==> src/design/scro_pkg.sv <==
// Package for the sparse column-to-row order core: widths, codes, controller states.
// No dependencies; used by every file of the core but scro_stream_if.
package scro_pkg;
    localparam int DEF_MAX_NONZEROS = 1024;
    localparam int DEF_MAX_COLS     = 256;
    localparam int DEF_MAX_ROWS     = 256;

    localparam int CMD_W  = 2;
    localparam int IDX_W  = 11;
    localparam int VAL_W  = 64;
    localparam int ROW_W  = 9;
    localparam int COL_W  = 9;
    localparam int POS_W  = 11;
    localparam int CFG_IDX_W = 2;
    localparam int CFG_DAT_W = 11;

    localparam logic [CMD_W-1:0] CMD_LOAD_PTR = 2'd0;
    localparam logic [CMD_W-1:0] CMD_LOAD_NZ  = 2'd1;
    localparam logic [CMD_W-1:0] CMD_FETCH    = 2'd2;

    localparam logic [1:0] KIND_ROW_PTR = 2'd0;
    localparam logic [1:0] KIND_ENTRY   = 2'd1;
    localparam logic [1:0] KIND_END     = 2'd2;

    localparam logic [CFG_IDX_W-1:0] REG_NUM_ROWS = 2'd0;
    localparam logic [CFG_IDX_W-1:0] REG_NUM_COLS = 2'd1;
    localparam logic [CFG_IDX_W-1:0] REG_NUM_NNZ  = 2'd2;

    typedef enum logic [2:0] {
        S_IDLE, S_ROWCHK, S_SCAN_RD, S_SCAN_CHK, S_COL_RD, S_COL_CHK, S_OUT
    } t_state;

    // controller to datapath
    typedef struct packed {
        logic load_ptr;
        logic load_nz;
        logic restart;
        logic emit_end;
        logic emit_hdr;
        logic next_row;
        logic scan_rd;
        logic scan_adv;
        logic col_rd;
        logic col_adv;
        logic emit_entry;
        logic out_take;
    } t_cmd;

    // datapath to controller
    typedef struct packed {
        logic row_past_end;
        logic hdr_pending;
        logic scan_done;
        logic row_match;
        logic col_more;
        logic out_full;
    } t_status;
endpackage

==> src/design/scro_ctrl.sv <==
// Controller state machine for the sparse column-to-row order core.
// Depends on scro_pkg for state and command/status types.
module scro_ctrl (
    input  logic                  i_clk,
    input  logic                  i_rst_n,
    input  logic                  i_in_valid,
    input  logic [scro_pkg::CMD_W-1:0] i_cmd,
    output logic                  o_in_ready,
    input  scro_pkg::t_status     i_status,
    input  logic                  i_out_ready,
    output scro_pkg::t_cmd        o_cmd
);
    scro_pkg::t_state r_state, n_state;
    logic accept;

    always_ff @(posedge i_clk) begin
        if (!i_rst_n) begin
            r_state <= scro_pkg::S_IDLE;
        end else begin
            r_state <= n_state;
        end
    end

    assign o_in_ready = (r_state == scro_pkg::S_IDLE) && !i_status.out_full;
    assign accept = i_in_valid && o_in_ready;

    always_comb begin
        n_state = r_state;
        o_cmd   = '0;
        o_cmd.out_take = i_status.out_full && i_out_ready;
        unique case (r_state)
            scro_pkg::S_IDLE: begin
                if (accept) begin
                    unique case (i_cmd)
                        scro_pkg::CMD_LOAD_PTR: begin
                            o_cmd.load_ptr = 1'b1;
                            o_cmd.restart  = 1'b1;
                        end
                        scro_pkg::CMD_LOAD_NZ: begin
                            o_cmd.load_nz = 1'b1;
                            o_cmd.restart = 1'b1;
                        end
                        scro_pkg::CMD_FETCH: begin
                            n_state = scro_pkg::S_ROWCHK;
                        end
                        default: ;
                    endcase
                end
            end
            scro_pkg::S_ROWCHK: begin
                priority if (i_status.row_past_end) begin
                    o_cmd.emit_end = 1'b1;
                    n_state = scro_pkg::S_IDLE;
                end else if (i_status.hdr_pending) begin
                    o_cmd.emit_hdr = 1'b1;
                    n_state = scro_pkg::S_IDLE;
                end else begin
                    n_state = scro_pkg::S_SCAN_RD;
                end
            end
            scro_pkg::S_SCAN_RD: begin
                if (i_status.scan_done) begin
                    o_cmd.next_row = 1'b1;
                    n_state = scro_pkg::S_ROWCHK;
                end else begin
                    o_cmd.scan_rd = 1'b1;
                    n_state = scro_pkg::S_SCAN_CHK;
                end
            end
            scro_pkg::S_SCAN_CHK: begin
                if (i_status.row_match) begin
                    n_state = scro_pkg::S_COL_RD;
                end else begin
                    o_cmd.scan_adv = 1'b1;
                    n_state = scro_pkg::S_SCAN_RD;
                end
            end
            scro_pkg::S_COL_RD: begin
                o_cmd.col_rd = 1'b1;
                n_state = scro_pkg::S_COL_CHK;
            end
            scro_pkg::S_COL_CHK: begin
                if (i_status.col_more) begin
                    o_cmd.col_adv = 1'b1;
                    n_state = scro_pkg::S_COL_RD;
                end else begin
                    n_state = scro_pkg::S_OUT;
                end
            end
            scro_pkg::S_OUT: begin
                o_cmd.emit_entry = 1'b1;
                n_state = scro_pkg::S_IDLE;
            end
            default: n_state = scro_pkg::S_IDLE;
        endcase
    end
endmodule

==> config.mk <==
export PLATFORM = sky130hd
export DESIGN_NAME = scro_ctrl
export DESIGN_NICKNAME = d
export VERILOG_FILES = /design/src/design/scro_pkg.sv /design/src/design/scro_ctrl.sv
export SDC_FILE = /design/constraint.sdc
export NUM_CORES = 1
export LEC_CHECK = 0
export ABC_AREA = 1
export BUFFER_PORTS_ARGS = -buffer_cell sky130_fd_sc_hd__buf_2
export CORE_AREA = 2 2 39 41
export DETAILED_ROUTE_END_ITERATION = 6
export DIE_AREA = 0 0 41 43
export GPL_TIMING_DRIVEN = 0
export PLACE_DENSITY_LB_ADDON = 0.05
export SYNTH_ARGS = -nofsm -noshare
export SYNTH_HDL_FRONTEND = slang
export SYNTH_SLANG_ARGS = --single-unit
==> constraint.sdc <==
create_clock -name i_clk -period 1.8 [get_ports i_clk]
set_input_delay 0.27 -clock i_clk [delete_from_list [all_inputs] [get_ports i_clk]]
set_output_delay 0.27 -clock i_clk [all_outputs]
set_load 0.005 [all_outputs]
==> results.sh, run 1 <==
export IMPL_syn_inst=55
export IMPL_antenna_found_initial=0
export IMPL_timing_final_ws_setup_ns=0.316
export IMPL_status="completed"
export IMPL_grt_pass1_wl_um=1120
export IMPL_instances_no_fill=99
export IMPL_ys_types=17
export IMPL_largest_reg_flops=3
export IMPL_worstPathCellList="inv_2 -> nand2_1 -> nor2_2 -> nand3_2 -> nor3_2 -> buf_2"
export IMPL_dp_cells=95
export IMPL_start_kind="register"
export IMPL_drc=0
export IMPL_clkTransAtPathRegs_ns=0.04
export IMPL_regMostFlops="r_state"
export IMPL_cts_buffer_depth=2
export IMPL_clk_latency_ns=0.23
export IMPL_syn_to_final_growth_pct=56.8
export IMPL_min_period_over_period_pct=82.5
export IMPL_die_h_um=43
export IMPL_p_leak_nw=0.304
export IMPL_cp_num_buf_inv=2
export IMPL_top_regs="r_state x3"
export IMPL_tightest_slew_ns=0.240
export IMPL_core_area_um2=1380
export IMPL_grt_overflow_total=0
export IMPL_arrival_ns=1.21
export IMPL_h_tree_depth=1
export IMPL_antenna_left=0
export IMPL_fin_nets=96
export IMPL_die_area_um2=1760
export IMPL_syn_cell_area_um2=293
export IMPL_post_cts_setup_buffers=0
export IMPL_seq_area_frac_synth_pct=20.5
export IMPL_hold_violations=0
export IMPL_grt_max_degree=9
export IMPL_synth_nets=67
export IMPL_drive_gt1_share_pct=42.2
export IMPL_pin_count=25
export IMPL_worst_setup_path_end_kind="output pin"
export IMPL_cts_sinks=3
export IMPL_avgRoutedWirePerCell_um=7.96
export IMPL_viasPerCell=4.10
export IMPL_ys_ff_latch=3
export IMPL_dp_hpwl_um=659
export IMPL_powerDensity_nw_per_um2=505
export IMPL_drt_initial_drc_count=1
export IMPL_final_max_slew_viol_count=0
export IMPL_post_route_min_period_ns=1.48
export IMPL_required_ns=1.53
export IMPL_die_w_um=41
export IMPL_track_usage_pct=9.32
export IMPL_diodes=0
export IMPL_cts_resized=0
export IMPL_cpMaxStageDelayCell="dfxtp_1"
export IMPL_first_pass_iters=4
export IMPL_critPathMaxFanout=6
export IMPL_vias=406
export IMPL_cts_buffers=3
export IMPL_crit_type="register to output pin"
export IMPL_maxCapViolCount=0
export IMPL_cts_tree="done"
export IMPL_postSynthAreaPerCell_um2=5.32
export IMPL_p_total_w=0.000232
export IMPL_irDropWorstVdd_mv=0.276
export IMPL_yosysWarnings=0
export IMPL_pre_cts_ws_ns=0.552
export IMPL_slew_headroom_pct=84.0
export IMPL_grt_pass1_vias=308
export IMPL_crit_family="simple AND/OR/NAND/NOR gates"
export IMPL_setup_tns_ns=0
export IMPL_fillCellCount=186
export IMPL_cts_root_buffer="clkbuf_4"
export IMPL_hold_class="primary input to register"
export IMPL_hold_buffers=0
export IMPL_io_buffers=24
export IMPL_setup_viol=0
export IMPL_fin_skew_ns=0.00136
export IMPL_gp_congestion=0.590
export IMPL_routed_wl_um=788
export IMPL_rows=14
export IMPL_initial_core_util_pct=21.2
export IMPL_fmax_mhz=674
export IMPL_cpPeakStageDelay_ns=0.36
export IMPL_rsz0062_at_grt="no"
## path summary, 6_finish.rpt
kind / start / endpoint / slack, ns / cells past startpoint
max reg2reg: r_state[2] / r_state[0] / 0.79 / 5
min: i_rst_n / r_state[1] / 0.28 / 3
max: r_state[0] / o_cmd[11] / 0.32 / 6
min reg2reg: r_state[0] / r_state[2] / 0.58 / 2
## synth_stat cells
library cell | instances | area share (%)
nand4_1 | 1 | 2.1
a21oi_1 | 2 | 3.4
clkinv_1 | 1 | 1.3
nor2_1 | 13 | 17
inv_1 | 9 | 12
nor4_1 | 2 | 4.3
nand3_1 | 3 | 5.1
nand3_2 | 1 | 3.4
o21ai_0 | 1 | 1.7
nor3_1 | 1 | 1.7
nand2_1 | 10 | 13
nor2_2 | 2 | 4.3
buf_2 | 1 | 1.7
nor3_2 | 1 | 3.4
a31oi_1 | 1 | 2.1
dfxtp_1 | 3 | 21
inv_2 | 3 | 3.8
## worst register-to-register path: stages, from the launching register on
cell and delay (ns):
dfxtp_1 0.28, buf_2 0.16, inv_2 0.12, nand3_1 0.11, a31oi_1 0.16, nor2_1 0.05
## logic make-up after synthesis
| logic type | synth area share [%] |
|---|---|
| flops | 20.5 |
| simple gates | 53.8 |
| compound gates | 7.26 |
| buf+inv | 18.4 |
## cells in the final DEF (no fill, tap or decap), drive strengths merged, types with 2 or more instances in the layout
master | netlist | final
nand3 | 4 | 4
nor3 | 2 | 2
buf | 1 | 25
clkbuf | 0 | 4
inv | 12 | 12
dfxtp | 3 | 3
nor2 | 15 | 15
nor4 | 2 | 2
a21oi | 2 | 2
nand2 | 10 | 10
## metal layers
metal	part of all wire, %	track usage, %	wire length, µm	vias up
met1	48	10.9	380	167
met3	7.9	4.71	62	0
met5	0	0	0	-
li1	-	-	-	227
met2	44	13.8	345	12
met4	0	4.00	0	0
## stage by stage
stage          instance area, µm²  util [%]  hold WS, ns
6_report                      459      33.2        0.276
5_1_grt                       459      33.2        0.295
4_1_cts                       459      33.2        0.274
3_5_place_dp                  433      31.3        0.518
3_3_place_gp                  433      31.3        0.510
2_1_floorplan                 293         -        0.405
## power breakdown
| group | switching (W) | internal (W) | total [W] |
|---|---|---|---|
| clock network | 0.0000330 | 0.0000829 | 0.000116 |
| registers | 0.00000238 | 0.0000683 | 0.0000706 |
| logic | 0.0000242 | 0.0000212 | 0.0000454 |
## final cells by class
cell class / count / area, µm² / share of cell area [%]
multi-input cells: 38 / 179 / 39.0
repair buffers: 24 / 120 / 26.2
flip-flops and latches: 3 / 60.1 / 13.1
inverters: 13 / 48.8 / 10.6
clock buffers: 4 / 26.3 / 5.72
well taps: 16 / 20.0 / 4.36
plain buffers: 1 / 5.00 / 1.09
(Power assumes the default switching activity.)
==> run 2, diff against run 1 <==
--- a/config.mk
+++ b/config.mk
@@ -5,7 +5,7 @@
 export SDC_FILE = /design/constraint.sdc
 export NUM_CORES = 1
 export LEC_CHECK = 0
-export ABC_AREA = 1
+export ABC_AREA = 0
 export BUFFER_PORTS_ARGS = -buffer_cell sky130_fd_sc_hd__buf_2
 export CORE_AREA = 2 2 39 41
 export DETAILED_ROUTE_END_ITERATION = 6
==> constraint.sdc (replaced) <==
create_clock -name i_clk -period 1.5 [get_ports i_clk]
set_input_delay 0.225 -clock i_clk [delete_from_list [all_inputs] [get_ports i_clk]]
set_output_delay 0.225 -clock i_clk [all_outputs]
set_load 0.005 [all_outputs]
==> run 2 against run 1 <==
  * Critical path depth shrank 2
  * Global-route usage up 1.1 points
  * Sequential power up 15%
  * Count of clock-buffer cells in the layout stayed put
  * Die area unchanged
  * Non-clock buffer count grew 4
  * Combinational power decreased by 4%
  * Clock power is 19% higher
  * Sequential share of layout area is 1.4 points lower
  * Critical path type unchanged
  * Largest power group unchanged
==> results.sh, run 2 <==
export IMPL_drt_initial_drc_count=0
export IMPL_antenna_left=0
export IMPL_arrival_ns=1.23
export IMPL_ys_ff_latch=3
export IMPL_powerDensity_nw_per_um2=512
export IMPL_grt_pass1_vias=336
export IMPL_cts_sinks=3
export IMPL_syn_cell_area_um2=317
export IMPL_tightest_slew_ns=0.292
export IMPL_setup_tns_ns=0
export IMPL_yosysWarnings=0
export IMPL_die_area_um2=1760
export IMPL_final_max_slew_viol_count=0
export IMPL_synth_edf_count=0
export IMPL_seq_area_frac_synth_pct=19.0
export IMPL_synth_compound_area_share_pct=5.14
export IMPL_hold_violations=0
export IMPL_grt_pass1_wl_um=1240
export IMPL_muxShareOfSynthArea_pct=0
export IMPL_maxCapViolCount=0
export IMPL_drive_gt1_share_pct=62.1
export IMPL_post_route_min_period_ns=1.45
export IMPL_hold_slack_ns=0.285
export IMPL_die_h_um=43
export IMPL_synth_top_family_by_area="simple AND/OR/NAND/NOR gates"
export IMPL_critPathMaxFanout=6
export IMPL_rsz0062_at_grt="yes"
export IMPL_synth_nets=48
export IMPL_status="completed"
export IMPL_fillCellCount=162
export IMPL_min_period_over_period_pct=96.9
export IMPL_track_usage_pct=10.4
export IMPL_reg2reg_from="r_state[2]"
export IMPL_slew_headroom_pct=80.2
export IMPL_cts_buffer_depth=2
export IMPL_viasPerCell=4.48
export IMPL_startpoint="r_state[2]"
export IMPL_start_kind="register"
export IMPL_netlist_area_leader_share_pct=19.0
export IMPL_synth_async_reset_ratio_pct=0
export IMPL_hold_class="primary input to register"
export IMPL_rows=14
export IMPL_cts_tree="done"
export IMPL_cts_root_buffer="clkbuf_4"
export IMPL_reg2reg_to="r_state[1]"
export IMPL_io_buffers=24
export IMPL_core_area_um2=1380
export IMPL_avgRoutedWirePerCell_um=10.1
export IMPL_r2r_slack_ns=0.38
export IMPL_fin_skew_ns=0.00197
export IMPL_clk_latency_ns=0.23
export IMPL_irDropWorstVdd_mv=0.262
export IMPL_antenna_found_initial=0
export IMPL_die_w_um=41
export IMPL_clkTransAtPathRegs_ns=0.03
export IMPL_endpoint="o_cmd[5]"
export IMPL_routed_wl_um=829
export IMPL_synth_area_top_cells="dfxtp_1, nor4b_4, buf_6"
export IMPL_cts_buffers=3
export IMPL_diodes=0
export IMPL_setup_viol=0
export IMPL_regMostFlops="r_state"
export IMPL_fmax_mhz=688
export IMPL_grt_max_degree=11
export IMPL_hold_buffers=0
export IMPL_synth_fa_ha_area_share_pct=0
export IMPL_syn_inst=36
export IMPL_syn_to_final_growth_pct=62.1
export IMPL_synthSimpleGateAreaFrac_pct=66.4
export IMPL_top_regs="r_state x3"
export IMPL_worstRegToRegCells=5
export IMPL_synth_common_cells="nand2_1, nor2_1, dfxtp_1, nor3_1"
export IMPL_ys_flop_type="dfxtp_1"
export IMPL_pin_count=25
export IMPL_required_ns=1.27
export IMPL_synthXorXnorAreaFrac_pct=0
export IMPL_vias=367
export IMPL_largest_reg_flops=3
export IMPL_p_leak_nw=0.269
export IMPL_dp_hpwl_um=639
export IMPL_crit_type="register to output pin"
export IMPL_worst_setup_path_end_kind="output pin"
export IMPL_first_pass_iters=1
export IMPL_final_common_cell="buf_2"
export IMPL_fin_nets=79
export IMPL_synth_area_leader_cell="dfxtp_1"
export IMPL_h_tree_depth=1
export IMPL_ys_types=23
export IMPL_initial_core_util_pct=22.9
export IMPL_grt_overflow_total=0
export IMPL_drc=0
export IMPL_gp_congestion=0.602
export IMPL_postSynthAreaPerCell_um2=8.79
export IMPL_final_cell_mix="buf_2, nor2_1, nand2_1"
==> run 2: worst min-delay path by stage <==
stage / slack, ns / depth (start not counted) / endpoint / from
6_report: 0.28 / 2 / r_state[2] / i_rst_n
5_1_grt: 0.29 / 2 / r_state[2] / i_rst_n
4_1_cts: 0.28 / 2 / r_state[2] / i_rst_n
3_5_place_dp: 0.52 / 3 / r_state[2] / i_status[2]
3_3_place_gp: 0.52 / 2 / r_state[2] / i_rst_n
2_1_floorplan: 0.38 / 1 / r_state[2] / i_rst_n
==> run 2: logic make-up (layout without fill, tap and decap cells) <==
kind of cell	Yosys count	count (layout)
AO/OA/AOI/OAI	2	2
flip-flops	3	3
buffers and inverters	3	33
AND/OR/NAND/NOR	28	28
==> run 2: cell type report <==
cell class,instances,area (µm²),share of cell area [%]
multi-input combinational,30,235,45.9
buffer,3,30.0,5.85
tap,16,20.0,3.90
timing repair buffer,26,141,27.6
clock buffer,4,26.3,5.12
sequential,3,60.1,11.7
==> run 2: critical path, cell delays in order (launching register included) <==
cell     delay, ns
dfxtp_1       0.29
buf_6         0.12
buf_4         0.14
nor4b_4       0.28
buf_2         0.16
==> run 2: per-layer routing <==
metal / global-route usage [%] / wire length [µm]
met5: 0 / 0
met4: 6.00 / 0
met3: 1.57 / 73
met2: 18.1 / 421
met1: 10.9 / 334
==> run 2: where the power goes <==
part | internal [W] | switching, W
registers | 0.0000809 | 0.000000581
logic | 0.0000254 | 0.0000181
clock network | 0.0000995 | 0.0000381
total | 0.000206 | 0.0000568
==> run 2: per-stage QoR <==
step,std cells,worst slack [ns],total power (W),utilization [%],instance area (µm²)
3_3_place_gp,76,0.252,0.000124,33.0,457
4_1_cts,80,0.00531,0.000268,34.9,483
5_1_grt,82,-0.0219,0.000283,37.1,513
2_1_floorplan,36,0.352,0.0000988,-,317
6_report,82,0.0463,0.000263,37.1,513
3_5_place_dp,76,0.241,0.000124,33.0,457
==> run 2: what timing repair did <==
item / 4_1_cts / 5_1_grt
pin swaps: 1 / 3
endpoints found under the setup margin: 1 / 2
setup buffers: 0 / 2
resized for setup: 0 / 3
==> run 3, diff against run 2 <==
--- a/config.mk
+++ b/config.mk
@@ -8,6 +8,7 @@
 export ABC_AREA = 0
 export BUFFER_PORTS_ARGS = -buffer_cell sky130_fd_sc_hd__buf_2
 export CORE_AREA = 2 2 39 41
+export CTS_BUF_LIST = sky130_fd_sc_hd__clkbuf_4 sky130_fd_sc_hd__clkbuf_8
 export DETAILED_ROUTE_END_ITERATION = 6
 export DIE_AREA = 0 0 41 43
 export GPL_TIMING_DRIVEN = 0
==> run 3 against run 2 <==
  * Design area increased by 0.73%
  * Clock skew decreased by 0.00094 ns
  * Largest cell class unchanged
  * Clock power grew 13%
  * Sequential power about the same
  * Total power increased by 7.2%
  * Critical endpoint unchanged
  * Count of clock-buffer cells in the layout stayed put
  * Critical path type unchanged
  * Final cell count did not move
  * Sequential share of layout area shrank 0.085 points
==> results.sh, run 3 (synthesis gave the netlist of run 2 again) <==
export IMPL_post_route_min_period_ns=1.45
export IMPL_hold_violations=0
export IMPL_rsz0062_at_grt="yes"
export IMPL_top_regs="r_state x3"
export IMPL_status="completed"
export IMPL_cts_buffer_depth=2
export IMPL_die_area_um2=1760
export IMPL_dp_hpwl_um=639
export IMPL_avgRoutedWirePerCell_um=10.1
export IMPL_diodes=0
export IMPL_reg2reg_to="r_state[1]"
export IMPL_drt_initial_drc_count=0
export IMPL_fin_skew_ns=0.00104
export IMPL_rows=14
export IMPL_timing_final_ws_setup_ns=0.0450
export IMPL_arrival_ns=1.23
export IMPL_vias=367
export IMPL_worstRegToRegCells=5
export IMPL_worst_setup_path_end_kind="output pin"
export IMPL_grt_max_degree=11
export IMPL_start_kind="register"
export IMPL_min_period_over_period_pct=97.0
export IMPL_grt_overflow_total=0
export IMPL_hold_depth=2
export IMPL_io_buffers=24
export IMPL_hold_class="primary input to register"
export IMPL_slew_headroom_pct=80.2
export IMPL_p_leak_nw=0.273
export IMPL_required_ns=1.27
export IMPL_fmax_mhz=687
export IMPL_largest_reg_flops=3
export IMPL_antenna_found_initial=0
export IMPL_final_cell_mix="buf_2, nor2_1, nand2_1, clkbuf_4"
export IMPL_core_area_um2=1380
export IMPL_cts_buffers=3
export IMPL_reg2reg_from="r_state[2]"
export IMPL_hold_start="i_rst_n"
export IMPL_syn_to_final_growth_pct=63.2
export IMPL_cts_tree="done"
export IMPL_stdcell_area_um2=517
export IMPL_powerDensity_nw_per_um2=545
export IMPL_clk_latency_ns=0.23
export IMPL_fin_nets=79
export IMPL_drive_gt1_share_pct=63.6
export IMPL_pre_cts_ws_ns=0.241
export IMPL_irDropWorstVdd_mv=0.266
export IMPL_pin_count=25
export IMPL_gp_congestion=0.602
export IMPL_first_pass_iters=1
export IMPL_die_h_um=43
export IMPL_regMostFlops="r_state"
export IMPL_worstHoldEndpoint="r_state[2]"
export IMPL_die_w_um=41
export IMPL_crit_type="register to output pin"
export IMPL_clkTransAtPathRegs_ns=0.04
export IMPL_tightest_slew_ns=0.292
export IMPL_r2r_slack_ns=0.38
export IMPL_final_max_slew_viol_count=0
export IMPL_drc=0
export IMPL_grt_pass1_vias=336
export IMPL_track_usage_pct=10.4
export IMPL_maxCapViolCount=0
export IMPL_place_area_um2=457
export IMPL_hold_slack_ns=0.284
export IMPL_final_common_cell="buf_2"
export IMPL_cts_sinks=3
export IMPL_h_tree_depth=1
export IMPL_viasPerCell=4.48
export IMPL_antenna_left=0
export IMPL_critPathMaxFanout=6
export IMPL_grt_pass1_wl_um=1240
export IMPL_setup_viol=0
export IMPL_cts_root_buffer="clkbuf_4"
export IMPL_routed_wl_um=831
export IMPL_initial_core_util_pct=22.9
[run 3: worst max path at each step]
stage	start	endpoint	slack [ns]	cells after the start
2_1_floorplan	r_state[2]	o_cmd[10]	0.35	4
3_3_place_gp	r_state[2]	o_cmd[10]	0.25	5
3_5_place_dp	r_state[2]	o_cmd[10]	0.24	5
4_1_cts	r_state[2]	o_cmd[10]	0.004	5
5_1_grt	r_state[2]	o_cmd[11]	-0.02	5
6_report	r_state[2]	o_cmd[5]	0.05	4
[run 3: report_power, final]
group | switching (W) | internal [W]
Clock | 0.0000389 | 0.000118
Sequential | 0.000000581 | 0.0000809
Combinational | 0.0000181 | 0.0000254
[run 3: layer usage]
metal	wire [µm]	vias up	track usage [%]
met5	0	-	0
met4	0	0	6.00
met3	73	0	1.57
met2	421	21	18.1
met1	336	158	10.9
li1	-	188	-
[run 3: cell type report]
type	count	area, µm²
flip-flops and latches	3	60.1
plain buffers	3	30.0
clock buffers	4	30.0
fillers	160	867
well taps	16	20.0
multi-input cells	30	235
repair buffers	26	141
[run 3: repair_timing]
action                                  4_1_cts  5_1_grt
setup buffers                                 0        2
gates resized for setup                       0        3
endpoints found under the setup margin        1        2
gates cloned                                  0        0
hold buffers                                  0        0
pin swaps                                     1        3
[run 3: critical path: stages, from the launching register on]
cell	delay (ns)
dfxtp_1	0.30
buf_6	0.12
buf_4	0.14
nor4b_4	0.28
buf_2	0.16
[run 3: per-stage QoR]
stage          util [%]  instances  total power (W)  setup TNS (ns)
6_report           37.3         82         0.000281               0
5_1_grt            37.3         82         0.000302         -0.0429
2_1_floorplan         -         36        0.0000988               0
3_3_place_gp       33.0         76         0.000124               0
4_1_cts            35.2         80         0.000286               0
3_5_place_dp       33.0         76         0.000124               0
